File: config.mk
export PLATFORM = sky130hd
export DESIGN_NAME = luhn_card_number_classifier
export DESIGN_NICKNAME = d
export VERILOG_FILES = /design/src/hdl/lcc_pkg.sv /design/src/hdl/lcc_seq.sv /design/src/hdl/lcc_dp.sv /design/src/hdl/luhn_card_number_classifier.sv
export SDC_FILE = /design/constraint.sdc
export NUM_CORES = 1
export LEC_CHECK = 0
export CELL_PAD_IN_SITES_DETAIL_PLACEMENT = 1
export CELL_PAD_IN_SITES_GLOBAL_PLACEMENT = 1
export CORE_ASPECT_RATIO = 2
export CORE_MARGIN = 2
export CORE_UTILIZATION = 52
export CTS_BUF_LIST = sky130_fd_sc_hd__clkbuf_4 sky130_fd_sc_hd__clkbuf_8
export CTS_CLUSTER_DIAMETER = 30
export DETAILED_ROUTE_END_ITERATION = 7
export DONT_BUFFER_PORTS = 1
export GPL_TIMING_DRIVEN = 0
export PLACE_DENSITY = 0.86
export SETUP_SLACK_MARGIN = 0.02
export SLEW_MARGIN = 25
export SYNTH_ARGS = -nofsm -noshare
export SYNTH_HDL_FRONTEND = slang
export SYNTH_SLANG_ARGS = --single-unit
File: constraint.sdc
create_clock -name clock -period 8.7 [get_ports clock]
set_input_delay 0.87 -clock clock [delete_from_list [all_inputs] [get_ports clock]]
set_output_delay 0.87 -clock clock [all_outputs]
set_load 0.03 [all_outputs]
File: src/hdl/lcc_pkg.sv
package lcc_pkg;

   localparam int CARD_W        = 54;
   localparam int SUM_W         = 8;
   localparam int CNT_W         = 5;
   localparam int CLS_W         = 2;
   localparam int BCD_DIGITS    = 17;
   localparam int BCD_W         = 4 * BCD_DIGITS;
   localparam int BITS_PER_STEP = 3;
   localparam int DABBLE_STEPS  = CARD_W / BITS_PER_STEP;
   localparam int STEP_W        = 5;
   localparam int PC_W          = 2;

   typedef logic [1:0]      op_type;
   typedef logic [1:0]      cond_type;
   typedef logic [PC_W-1:0] pc_type;

   localparam op_type OP_LOAD   = 2'd0;
   localparam op_type OP_DABBLE = 2'd1;
   localparam op_type OP_DIGIT  = 2'd2;
   localparam op_type OP_FINISH = 2'd3;

   localparam cond_type C_ALWAYS      = 2'd0;
   localparam cond_type C_NO_START    = 2'd1;
   localparam cond_type C_MORE_BITS   = 2'd2;
   localparam cond_type C_MORE_DIGITS = 2'd3;

   localparam pc_type PC_IDLE   = 2'd0;
   localparam pc_type PC_DABBLE = 2'd1;
   localparam pc_type PC_DIGIT  = 2'd2;
   localparam pc_type PC_FINISH = 2'd3;

   localparam logic [CLS_W-1:0] CLS_INVALID   = 2'd0;
   localparam logic [CLS_W-1:0] CLS_PAIR_3437 = 2'd1;
   localparam logic [CLS_W-1:0] CLS_PAIR_5155 = 2'd2;
   localparam logic [CLS_W-1:0] CLS_LEAD_4    = 2'd3;

   typedef struct packed {
      op_type   op;
      cond_type cond;
      pc_type   target;
   } uword_type;

   typedef struct packed {
      logic load;
      logic dabble;
      logic digit;
      logic finish;
   } ctrl_type;

   typedef struct packed {
      logic bits_last;
      logic digits_last;
   } stat_type;

   function automatic logic [63:0] pow10_64(input int e);
      logic [63:0] p;
      p = 64'd1;
      for (int i = 0; i < 19; i++) begin
         if (i < e) begin
            p = p * 64'd10;
         end
      end
      return p;
   endfunction

   function automatic logic [BCD_W-1:0] dabble_bit(input logic [BCD_W-1:0] b,
                                                    input logic serial_in);
      logic [BCD_W-1:0] r;
      r = b;
      for (int i = 0; i < BCD_DIGITS; i++) begin
         if (r[4*i +: 4] >= 4'd5) begin
            r[4*i +: 4] = r[4*i +: 4] + 4'd3;
         end
      end
      return {r[BCD_W-2:0], serial_in};
   endfunction

   function automatic logic [3:0] double_digit(input logic [3:0] d);
      logic [4:0] m;
      m = {d, 1'b0};
      if (d >= 4'd5) begin
         return 4'(m - 5'd9);
      end
      return 4'(m);
   endfunction

endpackage

File: src/hdl/lcc_seq.sv
module lcc_seq
   import lcc_pkg::*;
(
   input  logic     clock,
   input  logic     reset,
   input  logic     start,
   input  stat_type stat,
   output ctrl_type ctrl,
   output logic     busy
);

   localparam uword_type PROG [4] = '{
      '{op: OP_LOAD,   cond: C_NO_START,    target: PC_IDLE},
      '{op: OP_DABBLE, cond: C_MORE_BITS,   target: PC_DABBLE},
      '{op: OP_DIGIT,  cond: C_MORE_DIGITS, target: PC_DIGIT},
      '{op: OP_FINISH, cond: C_ALWAYS,      target: PC_IDLE}
   };

   pc_type    pc_ff, pc_in;
   uword_type uw;
   logic      jump;

   assign uw = PROG[pc_ff];

   always_comb begin
      unique case (uw.cond)
         C_ALWAYS:      jump = 1'b1;
         C_NO_START:    jump = !start;
         C_MORE_BITS:   jump = !stat.bits_last;
         C_MORE_DIGITS: jump = !stat.digits_last;
         default:       jump = 1'b1;
      endcase
      pc_in = jump ? uw.target : pc_type'(pc_ff + 1'b1);
   end

   always_ff @(posedge clock) begin
      if (reset) begin
         pc_ff <= PC_IDLE;
      end else begin
         pc_ff <= pc_in;
      end
   end

   assign ctrl.load   = (uw.op == OP_LOAD) && start;
   assign ctrl.dabble = (uw.op == OP_DABBLE);
   assign ctrl.digit  = (uw.op == OP_DIGIT);
   assign ctrl.finish = (uw.op == OP_FINISH);
   assign busy        = (pc_ff != PC_IDLE);

endmodule

File: src/hdl/lcc_dp.sv
module lcc_dp
   import lcc_pkg::*;
#(
   parameter int MAX_DIGITS = 16
)
(
   input  logic              clock,
   input  logic              reset,
   input  ctrl_type          ctrl,
   input  logic [CARD_W-1:0] req_card_number,
   output stat_type          stat,
   output logic              rsp_valid,
   output logic [CLS_W-1:0]  rsp_issuer_class,
   output logic              rsp_luhn_ok,
   output logic [SUM_W-1:0]  rsp_luhn_sum,
   output logic [CNT_W-1:0]  rsp_digit_count
);

   localparam logic [63:0] LIMIT = pow10_64(MAX_DIGITS) - 64'd1;

   logic [CARD_W-1:0] shreg_ff, shreg_in;
   logic [BCD_W-1:0]  bcd_ff, bcd_in;
   logic [STEP_W-1:0] step_ff, step_in;
   logic              reject_ff, reject_in;
   logic [SUM_W-1:0]  sum_ff, sum_in;
   logic [CNT_W-1:0]  count_ff, count_in;
   logic [3:0]        prev_ff, prev_in;
   logic [3:0]        lead_hi_ff, lead_hi_in;
   logic [3:0]        lead_lo_ff, lead_lo_in;
   logic              valid_ff, valid_in;
   logic [CLS_W-1:0]  cls_ff, cls_in;
   logic              ok_ff, ok_in;
   logic [SUM_W-1:0]  osum_ff, osum_in;
   logic [CNT_W-1:0]  ocount_ff, ocount_in;

   logic [BCD_W-1:0]  b_tmp;
   logic [CARD_W-1:0] s_tmp;
   logic [3:0]        d;
   logic [3:0]        w;
   logic [15:0]       prod;
   logic [4:0]        q;
   logic [SUM_W-1:0]  q10;
   logic              ok;
   logic [CLS_W-1:0]  cls;

   assign stat.bits_last   = (step_ff == STEP_W'(DABBLE_STEPS - 1));
   assign stat.digits_last = (step_ff == STEP_W'(BCD_DIGITS - 1));

   always_comb begin
      shreg_in   = shreg_ff;
      bcd_in     = bcd_ff;
      step_in    = step_ff;
      reject_in  = reject_ff;
      sum_in     = sum_ff;
      count_in   = count_ff;
      prev_in    = prev_ff;
      lead_hi_in = lead_hi_ff;
      lead_lo_in = lead_lo_ff;
      valid_in   = 1'b0;
      cls_in     = cls_ff;
      ok_in      = ok_ff;
      osum_in    = osum_ff;
      ocount_in  = ocount_ff;

      b_tmp = bcd_ff;
      s_tmp = shreg_ff;
      for (int k = 0; k < BITS_PER_STEP; k++) begin
         b_tmp = dabble_bit(b_tmp, s_tmp[CARD_W-1]);
         s_tmp = {s_tmp[CARD_W-2:0], 1'b0};
      end

      d = bcd_ff[3:0];
      w = step_ff[0] ? double_digit(d) : d;

      prod = 16'(sum_ff) * 16'd205;
      q    = prod[15:11];
      q10  = SUM_W'({q, 3'b000}) + SUM_W'({q, 1'b0});
      ok   = (sum_ff == q10);

      cls = CLS_INVALID;
      if (ok) begin
         priority if (count_ff == CNT_W'(15) && lead_hi_ff == 4'd3
                      && (lead_lo_ff == 4'd4 || lead_lo_ff == 4'd7)) begin
            cls = CLS_PAIR_3437;
         end else if (count_ff == CNT_W'(16) && lead_hi_ff == 4'd5
                      && lead_lo_ff >= 4'd1 && lead_lo_ff <= 4'd5) begin
            cls = CLS_PAIR_5155;
         end else if ((count_ff == CNT_W'(13) || count_ff == CNT_W'(16))
                      && lead_hi_ff == 4'd4) begin
            cls = CLS_LEAD_4;
         end else begin
            cls = CLS_INVALID;
         end
      end

      if (ctrl.load) begin
         shreg_in   = req_card_number;
         bcd_in     = '0;
         step_in    = '0;
         reject_in  = {{(64-CARD_W){1'b0}}, req_card_number} > LIMIT;
         sum_in     = '0;
         count_in   = '0;
         prev_in    = '0;
         lead_hi_in = '0;
         lead_lo_in = '0;
      end

      if (ctrl.dabble) begin
         shreg_in = s_tmp;
         bcd_in   = b_tmp;
         step_in  = stat.bits_last ? '0 : STEP_W'(step_ff + 1'b1);
      end

      if (ctrl.digit) begin
         sum_in = SUM_W'(sum_ff + SUM_W'(w));
         if (d != 4'd0) begin
            count_in   = CNT_W'(step_ff + 1'b1);
            lead_hi_in = d;
            lead_lo_in = prev_ff;
         end
         prev_in = d;
         bcd_in  = {4'd0, bcd_ff[BCD_W-1:4]};
         step_in = STEP_W'(step_ff + 1'b1);
      end

      if (ctrl.finish) begin
         valid_in = 1'b1;
         if (reject_ff) begin
            cls_in    = CLS_INVALID;
            ok_in     = 1'b0;
            osum_in   = '0;
            ocount_in = '0;
         end else begin
            cls_in    = cls;
            ok_in     = ok;
            osum_in   = sum_ff;
            ocount_in = count_ff;
         end
      end
   end

   always_ff @(posedge clock) begin
      if (reset) begin
         step_ff  <= '0;
         valid_ff <= 1'b0;
      end else begin
         step_ff  <= step_in;
         valid_ff <= valid_in;
      end
   end

   always_ff @(posedge clock) begin
      shreg_ff   <= shreg_in;
      bcd_ff     <= bcd_in;
      reject_ff  <= reject_in;
      sum_ff     <= sum_in;
      count_ff   <= count_in;
      prev_ff    <= prev_in;
      lead_hi_ff <= lead_hi_in;
      lead_lo_ff <= lead_lo_in;
      cls_ff     <= cls_in;
      ok_ff      <= ok_in;
      osum_ff    <= osum_in;
      ocount_ff  <= ocount_in;
   end

   assign rsp_valid        = valid_ff;
   assign rsp_issuer_class = cls_ff;
   assign rsp_luhn_ok      = ok_ff;
   assign rsp_luhn_sum     = osum_ff;
   assign rsp_digit_count  = ocount_ff;

endmodule

File: src/hdl/luhn_card_number_classifier.sv
// The result word is strobed on rsp_valid, which is registered from the finish state.
// Start is taken only in idle, after the last word; binary goes to BCD at 3 bits per cycle,
// then the digits are walked one per cycle, and the finish state classifies the word.
// The receiver cannot stall; rsp_valid lasts one cycle and busy is low as it is shown.
// Reset (synchronous, active high) returns the sequencer to idle and drops rsp_valid.
module luhn_card_number_classifier
   import lcc_pkg::*;
#(
   parameter int MAX_DIGITS = 16
)
(
   input  logic              clock,
   input  logic              reset,
   input  logic              start,
   output logic              busy,
   input  logic [CARD_W-1:0] req_card_number,
   output logic              rsp_valid,
   output logic [CLS_W-1:0]  rsp_issuer_class,
   output logic              rsp_luhn_ok,
   output logic [SUM_W-1:0]  rsp_luhn_sum,
   output logic [CNT_W-1:0]  rsp_digit_count
);

   ctrl_type ctrl;
   stat_type stat;

   lcc_seq u_seq (
      .clock (clock),
      .reset (reset),
      .start (start),
      .stat  (stat),
      .ctrl  (ctrl),
      .busy  (busy)
   );

   lcc_dp #(
      .MAX_DIGITS (MAX_DIGITS)
   ) u_dp (
      .clock            (clock),
      .reset            (reset),
      .ctrl             (ctrl),
      .req_card_number  (req_card_number),
      .stat             (stat),
      .rsp_valid        (rsp_valid),
      .rsp_issuer_class (rsp_issuer_class),
      .rsp_luhn_ok      (rsp_luhn_ok),
      .rsp_luhn_sum     (rsp_luhn_sum),
      .rsp_digit_count  (rsp_digit_count)
   );

   a_accept_busy: assert property (@(posedge clock) disable iff (reset)
      start && !busy |=> busy)
      else $error("accepted word did not raise busy");

   a_rsp_idle: assert property (@(posedge clock) disable iff (reset)
      rsp_valid |-> !busy)
      else $error("result strobed while sequencer busy");

   a_class_needs_ok: assert property (@(posedge clock) disable iff (reset)
      rsp_valid && !rsp_luhn_ok |-> rsp_issuer_class == CLS_INVALID)
      else $error("issuer class given on failed check");

   a_count_range: assert property (@(posedge clock) disable iff (reset)
      rsp_valid |-> rsp_digit_count <= CNT_W'(MAX_DIGITS))
      else $error("digit count above limit");

endmodule
# ---- Word-level counts from Yosys, hierarchy flattened
# Index checks and enable logic that the tools add are counted.
dict set report totals {
  wordCells 256
  ff_bits 172
  out_inout_bits 18
}
dict set report op_classes {
  mux 86
  add_sub_neg 56
  n_eq_ne 17
  multipliers 1
  order_cmp 55
  n_bitwise 2
  reduce_logical 21
}
# op n
set op_table {}
lappend op_table {{$mux W4} 59}
lappend op_table {{$ge A4 B3 Y1 const B} 51}
lappend op_table {{$add A4 B2 Y4 const B} 48}
lappend op_table {{$mux W68} 2}
lappend op_table {{$mux W54} 2}
lappend op_table {{$mux W64} 1}
lappend op_table {{$gt A54 B54 Y1 const B} 1}
lappend op_table {{$mux W5} 7}
lappend op_table {{$eq A4 B3 Y1 const B} 4}
lappend op_table {{$mul A8 B8 Y16 const B} 1}
lappend op_table {{$mux W8} 2}
lappend op_table {{$eq A5 B5 Y1 const B} 3}
lappend op_table {{$bmux W6 S2} 1}
lappend op_table {{$mux W6} 2}
lappend op_table {{$eq A5 B4 Y1 const B} 2}
lappend op_table {{$add A3 B2 Y3 const B} 3}
lappend op_table {{$mux W3} 3}
lappend op_table {{$add A8 B4 Y8} 1}
lappend op_table {{$add A8 B6 Y8} 1}
lappend op_table {{$eq A2 B2 Y1 const B} 4}
lappend op_table {{$eq A8 B8 Y1} 1}
lappend op_table {{$logic_and A1 B1 Y1} 7}
lappend op_table {{$mux W2} 3}
lappend op_table {{$reduce_bool A2 Y1} 3}
lappend op_table {{19 further kinds} 26}

# ---- Longest topological paths before layout
dict set report depth {
  ltp_word 9
  mapped_depth 24
  depth_no_buf 24
}

# ---- By module
# A second synthesis with hierarchy kept.
dict set report hier_totals {
  cells_unflattened 1413
  area_unflattened_um2 13497.9
}
# mod instances cells_each seq_area_each_um2 area_per_inst_um2
set by_module_without_submodules {}
lappend by_module_without_submodules {lcc_dp 1 1392 4844.6 13279.0}
lappend by_module_without_submodules {lcc_seq 1 21 40.0 219.0}

# ---- Least setup slack after synthesis
# No wires, ideal clock.
dict set report synth_path {
  kind {reg-to-reg}
  from {register u_dp.sum_ff[1]}
  to {register u_dp.cls_ff[1] (netlist: u_dp.rsp_issuer_class[1]), data pin}
  synth_period_minus_slack_ps 5578
  setup_ps 207
  required_time_ps 8493
  path_stages_with_launch 25
  arrival_ps 5371
  slack_ps 3122
  path_cell_list {edfxtp_1 > ha_1 > xor2_1 > ha_1 > fa_1 > inv_1 > fa_1 > inv_1 > ha_1 > a21o_1 > a221oi_2 > nand2_2 > a21oi_2 > o21bai_1 > a21oi_1 > xnor2_1 > ha_1 > inv_1 > fa_1 > nor2b_1 > o32ai_1 > xor2_1 > nand2_1 > xnor2_1 > a2111oi_0}
}
dict set report synth_via {
  elab_chain_cells 5
}
# item line
set synth_rtl {}
lappend synth_rtl {{start: declaration} lcc_dp.sv:25} ;# logic [SUM_W-1:0] sum_ff, sum_in;
lappend synth_rtl {{start signal: assignment} lcc_dp.sv:156} ;# sum_ff <= sum_in;
lappend synth_rtl {{$mul A8 B8 Y16} lcc_dp.sv:75} ;# prod = 16'(sum_ff) * 16'd205;
lappend synth_rtl {{$add A8 B6 Y8} lcc_dp.sv:77} ;# q10 = SUM_W'({q, 3'b000}) + SUM_W'({q, 1'b0});
lappend synth_rtl {{$eq A8 B8 Y1 *} lcc_dp.sv:78} ;# ok = (sum_ff == q10);
lappend synth_rtl {{$not A1 Y1 (no line) *} -}
lappend synth_rtl {{$reduce_or A3 Y1 (no line) *} -}
lappend synth_rtl {{end signal: assignment} lcc_dp.sv:161} ;# cls_ff <= cls_in;
lappend synth_rtl {{end: declaration} lcc_dp.sv:31} ;# logic [CLS_W-1:0] cls_ff, cls_in;
# Mark *: on every way between the ends. The rest lies on a longest branch, timed or not.
# A chain may end at the register's enable or synchronous reset.

# ---- Worst setup path after layout
dict set report layout_path {
  from {register u_dp.sum_ff[1]}
  to {register u_dp.cls_ff[0] (netlist: u_dp.rsp_issuer_class[0]), data pin}
}
dict set report layout_via {
  elab_chain_cells 5
}
# item line
set layout_rtl {}
lappend layout_rtl {{$mul A8 B8 Y16} lcc_dp.sv:75}
lappend layout_rtl {{$add A8 B6 Y8} lcc_dp.sv:77}
lappend layout_rtl {{$eq A8 B8 Y1 *} lcc_dp.sv:78}
lappend layout_rtl {{$not A1 Y1 (no line) *} -}
lappend layout_rtl {{$reduce_or A2 Y1 (no line) *} -}
# Marked as above.

==> flow_metrics.tcl <==
set metrics [dict create \
    whs_path_depth 2 \
    fin_util 0.566 \
    hold_class "reg2reg" \
    design_area_sq_mm 0.0146 \
    netlist_instances 1508 \
    fin_tns_setup_ns 0 \
    outcome "completed" \
    overflow 0 \
    crit_arrival_ns 6.92 \
    syn_area_sq_mm 0.0137 \
    synth_top_cell_area_share 0.317 \
    yosysUniqueCellTypes 60 \
    first_pass_iters 5 \
    clock-skew-final_ns 0.0186 \
    die_h_um 233 \
    grt_use_total 0.268 \
    synth_largest_area_cell "edfxtp_1" \
    wl_per_cell_um 19.2 \
    synthFlopType "edfxtp_1" \
    hold_viol_final 0 \
    cts_tree "yes" \
    cts.path.max_buffers 2 \
    drt-total-wl_um 36100 \
    clock-sinks 172 \
    ant_nets 0 \
    crit_path_start_kind "flip-flop" \
    r2r_start "u_dp.sum_ff[1]" \
    netlist_top_cells_area "edfxtp_1 (32%), ha_1 (15%), o21ai_0 (5.8%), nand2_1 (4.9%), mux2i_1 (4.8%)" \
    ys_seq_area_frac 0.358 \
    start_util 0.530 \
    numCtsBuffers 17 \
    ys_ff_latch 172 \
    rr_worst_depth 24 \
    dpl_cell_area_sq_mm 0.0141 \
    syn2layout_area_growth_pct 6.83 \
    cts_setup_buffers 0 \
    clk_latency_ns 0.49 \
    drive_above_1_share 0.0506 \
    grt_max_degree 58 \
    chipWidth_um 119 \
    core_sq_mm 0.0258 \
    drtIter0Drc 345 \
    fill_cells 3077 \
    rsz0062_at_grt "false" \
    tightest_slew_ns 0.878 \
    fin_crit_sh 0.775 \
    ys_async_sr_fraction 0 \
    r2r_slack_ns 1.96 \
    slew_viol_final 0 \
    grt_pass1_vias 12238 \
    cts_root_buffer "clkbuf_8" \
    row_count 83 \
    syn_nets 1737 \
    final_nets 1758 \
    drc 0 \
    critPathMaxFanout 8 \
    ios 75 \
    worstPathRequired_ns 8.88 \
    min_from "u_dp.shreg_ff[2]" \
    setup_viol 0 \
    htreeDepth 4 \
    dpl.hpwl_um 28700 \
    min_to "u_dp.shreg_ff[2]" \
    dieArea_sq_mm 0.0276 \
    endpoint_kind "flip-flop" \
    synth_warnings 0 \
    routabilityCongestion 0.851 \
    relSlewSlack 0.414 \
    clock.fmax_ghz 0.148 \
    fin_crit_ns 6.74 \
    cts_resized 0 \
    synth-edff-count 144 \
    vias 11099 \
    r2r-end "u_dp.rsp_issuer_class[0]" \
    insertedDiodeCount 0 \
    port_buffers 0 \
    layout.cells.non_filler 1882 \
    syn_avg_cell_area_sq_um 9.05 \
    maxCapViolCount 0 \
    antenna_found_initial 0 \
    placed_cells 1850 \
    path_class "reg2reg" \
    grt_pass1_wl_um 59200 \
    clkTransAtPathRegs_ns 0.11 \
    via_per_inst 5.90 \
    cts_hold_buffers 0 \
]
==> cells in the mapped netlist (5+ instances only) <==
library cell and number:
a211oi_1 5, a21bo_2 13, a21o_1 20, a21oi_1 103, and2_1 7, clkbuf_1 39, dfxtp_1 28, edfxtp_1 144
fa_1 11, ha_1 161, inv_1 154, mux2_2 19, mux2i_1 66, nand2_1 179, nand2b_1 40, nand3_1 18
nand4_1 10, nor2_1 81, nor2b_1 22, nor3_1 25, nor3b_1 29, nor4_1 7, o21ai_0 157, o21ai_1 6
o22ai_1 31, xnor2_1 67, xor2_1 13
==> critical path: stages, from the launching register on <==
cell and delay (ns):
edfxtp_1 0.58, ha_1 0.43, xor2_1 0.18, ha_1 0.30, fa_1 0.51, inv_1 0.06
fa_1 0.53, inv_1 0.04, ha_1 0.31, and3_2 0.23, a221oi_2 0.35, nand2_2 0.15
a21oi_2 0.23, o21bai_1 0.09, a21oi_1 0.19, xnor2_1 0.19, ha_1 0.24, inv_1 0.07
fa_1 0.40, nor2b_1 0.13, o32ai_1 0.10, xor2_1 0.16, nand2_1 0.08, xnor2_1 0.19
a2111oi_0 0.72
==> state kept, by name (all words and copies together) (netlist names), 4 cells and up <==
| signal | cells |
|---|---|
| u_dp.rsp_luhn_sum | 8 |
| u_dp.count_ff | 5 |
| u_dp.sum_ff | 8 |
| u_dp.lead_lo_ff | 4 |
| u_dp.shreg_ff | 54 |
| u_dp.bcd_ff | 68 |
| u_dp.lead_hi_ff | 4 |
| u_dp.prev_ff | 4 |
| u_dp.rsp_digit_count | 5 |
| u_dp.step_ff | 5 |
==> logic make-up after synthesis <==
family                   Yosys count  synth area share
buffers and inverters            195            0.0536
adder cells (fa/ha/maj)          172             0.164
XOR/XNOR                          80            0.0513
flip-flops                       172             0.358
AND/OR/NAND/NOR                  432             0.150
multiplexers                      86            0.0657
AO/OA/AOI/OAI                    371             0.158
==> cell type report <==
type	count	area, sq um	area share
Tap cell	340	425	0.0292
Timing Repair Buffer	2	55.1	0.00377
Clock buffer	20	275	0.0189
Buffer	40	150	0.0103
Sequential cell	172	4880	0.335
Inverter	155	584	0.0401
Clock inverter	12	174	0.0119
Multi-Input combinational cell	1141	8040	0.551
==> cell usage in the layout (no fill, tap or decap), types with 29 or more instances in the layout <==
cell and instances:
a21oi_1 103, clkbuf_1 39, edfxtp_1 144, ha_1 161
inv_1 152, mux2i_1 66, nand2_1 179, nand2b_1 40
nor2_1 81, nor3b_1 29, o21ai_0 157, o22ai_1 31
xnor2_1 67
==> per-stage QoR <==
stage	worst slack, ns	hold WS, ns
after floorplan	3.12	0.437
after global placement	2.36	0.447
after detailed placement	2.00	0.457
after CTS	1.98	0.471
after global routing	1.63	0.506
final	1.96	0.472
==> layer usage <==
| layer | up-vias | GRT usage | part of all wire |
|---|---|---|---|
| met5 | - | 0 | 0 |
| li1 | 5319 | - | - |
| met3 | 102 | 0.0376 | 0.022 |
| met4 | 0 | 0.138 | 0.047 |
| met1 | 5489 | 0.230 | 0.33 |
| met2 | 189 | 0.569 | 0.60 |
==> worst max-delay path by stage <==
| stage | cells past startpoint | end | start |
|---|---|---|---|
| final | 24 | u_dp.rsp_issuer_class[0] | u_dp.sum_ff[1] |
| after global routing | 22 | u_dp.rsp_issuer_class[0] | u_dp.sum_ff[1] |
| after CTS | 24 | u_dp.rsp_issuer_class[0] | u_dp.sum_ff[1] |
| after detailed placement | 24 | u_dp.rsp_issuer_class[0] | u_dp.sum_ff[1] |
| after global placement | 24 | u_dp.rsp_issuer_class[1] | u_dp.sum_ff[1] |
| after floorplan | 24 | u_dp.rsp_issuer_class[1] | u_dp.sum_ff[1] |
Power is not shown: default switching activity piles up to over one toggle a cycle in this logic, so the estimate is an artifact.
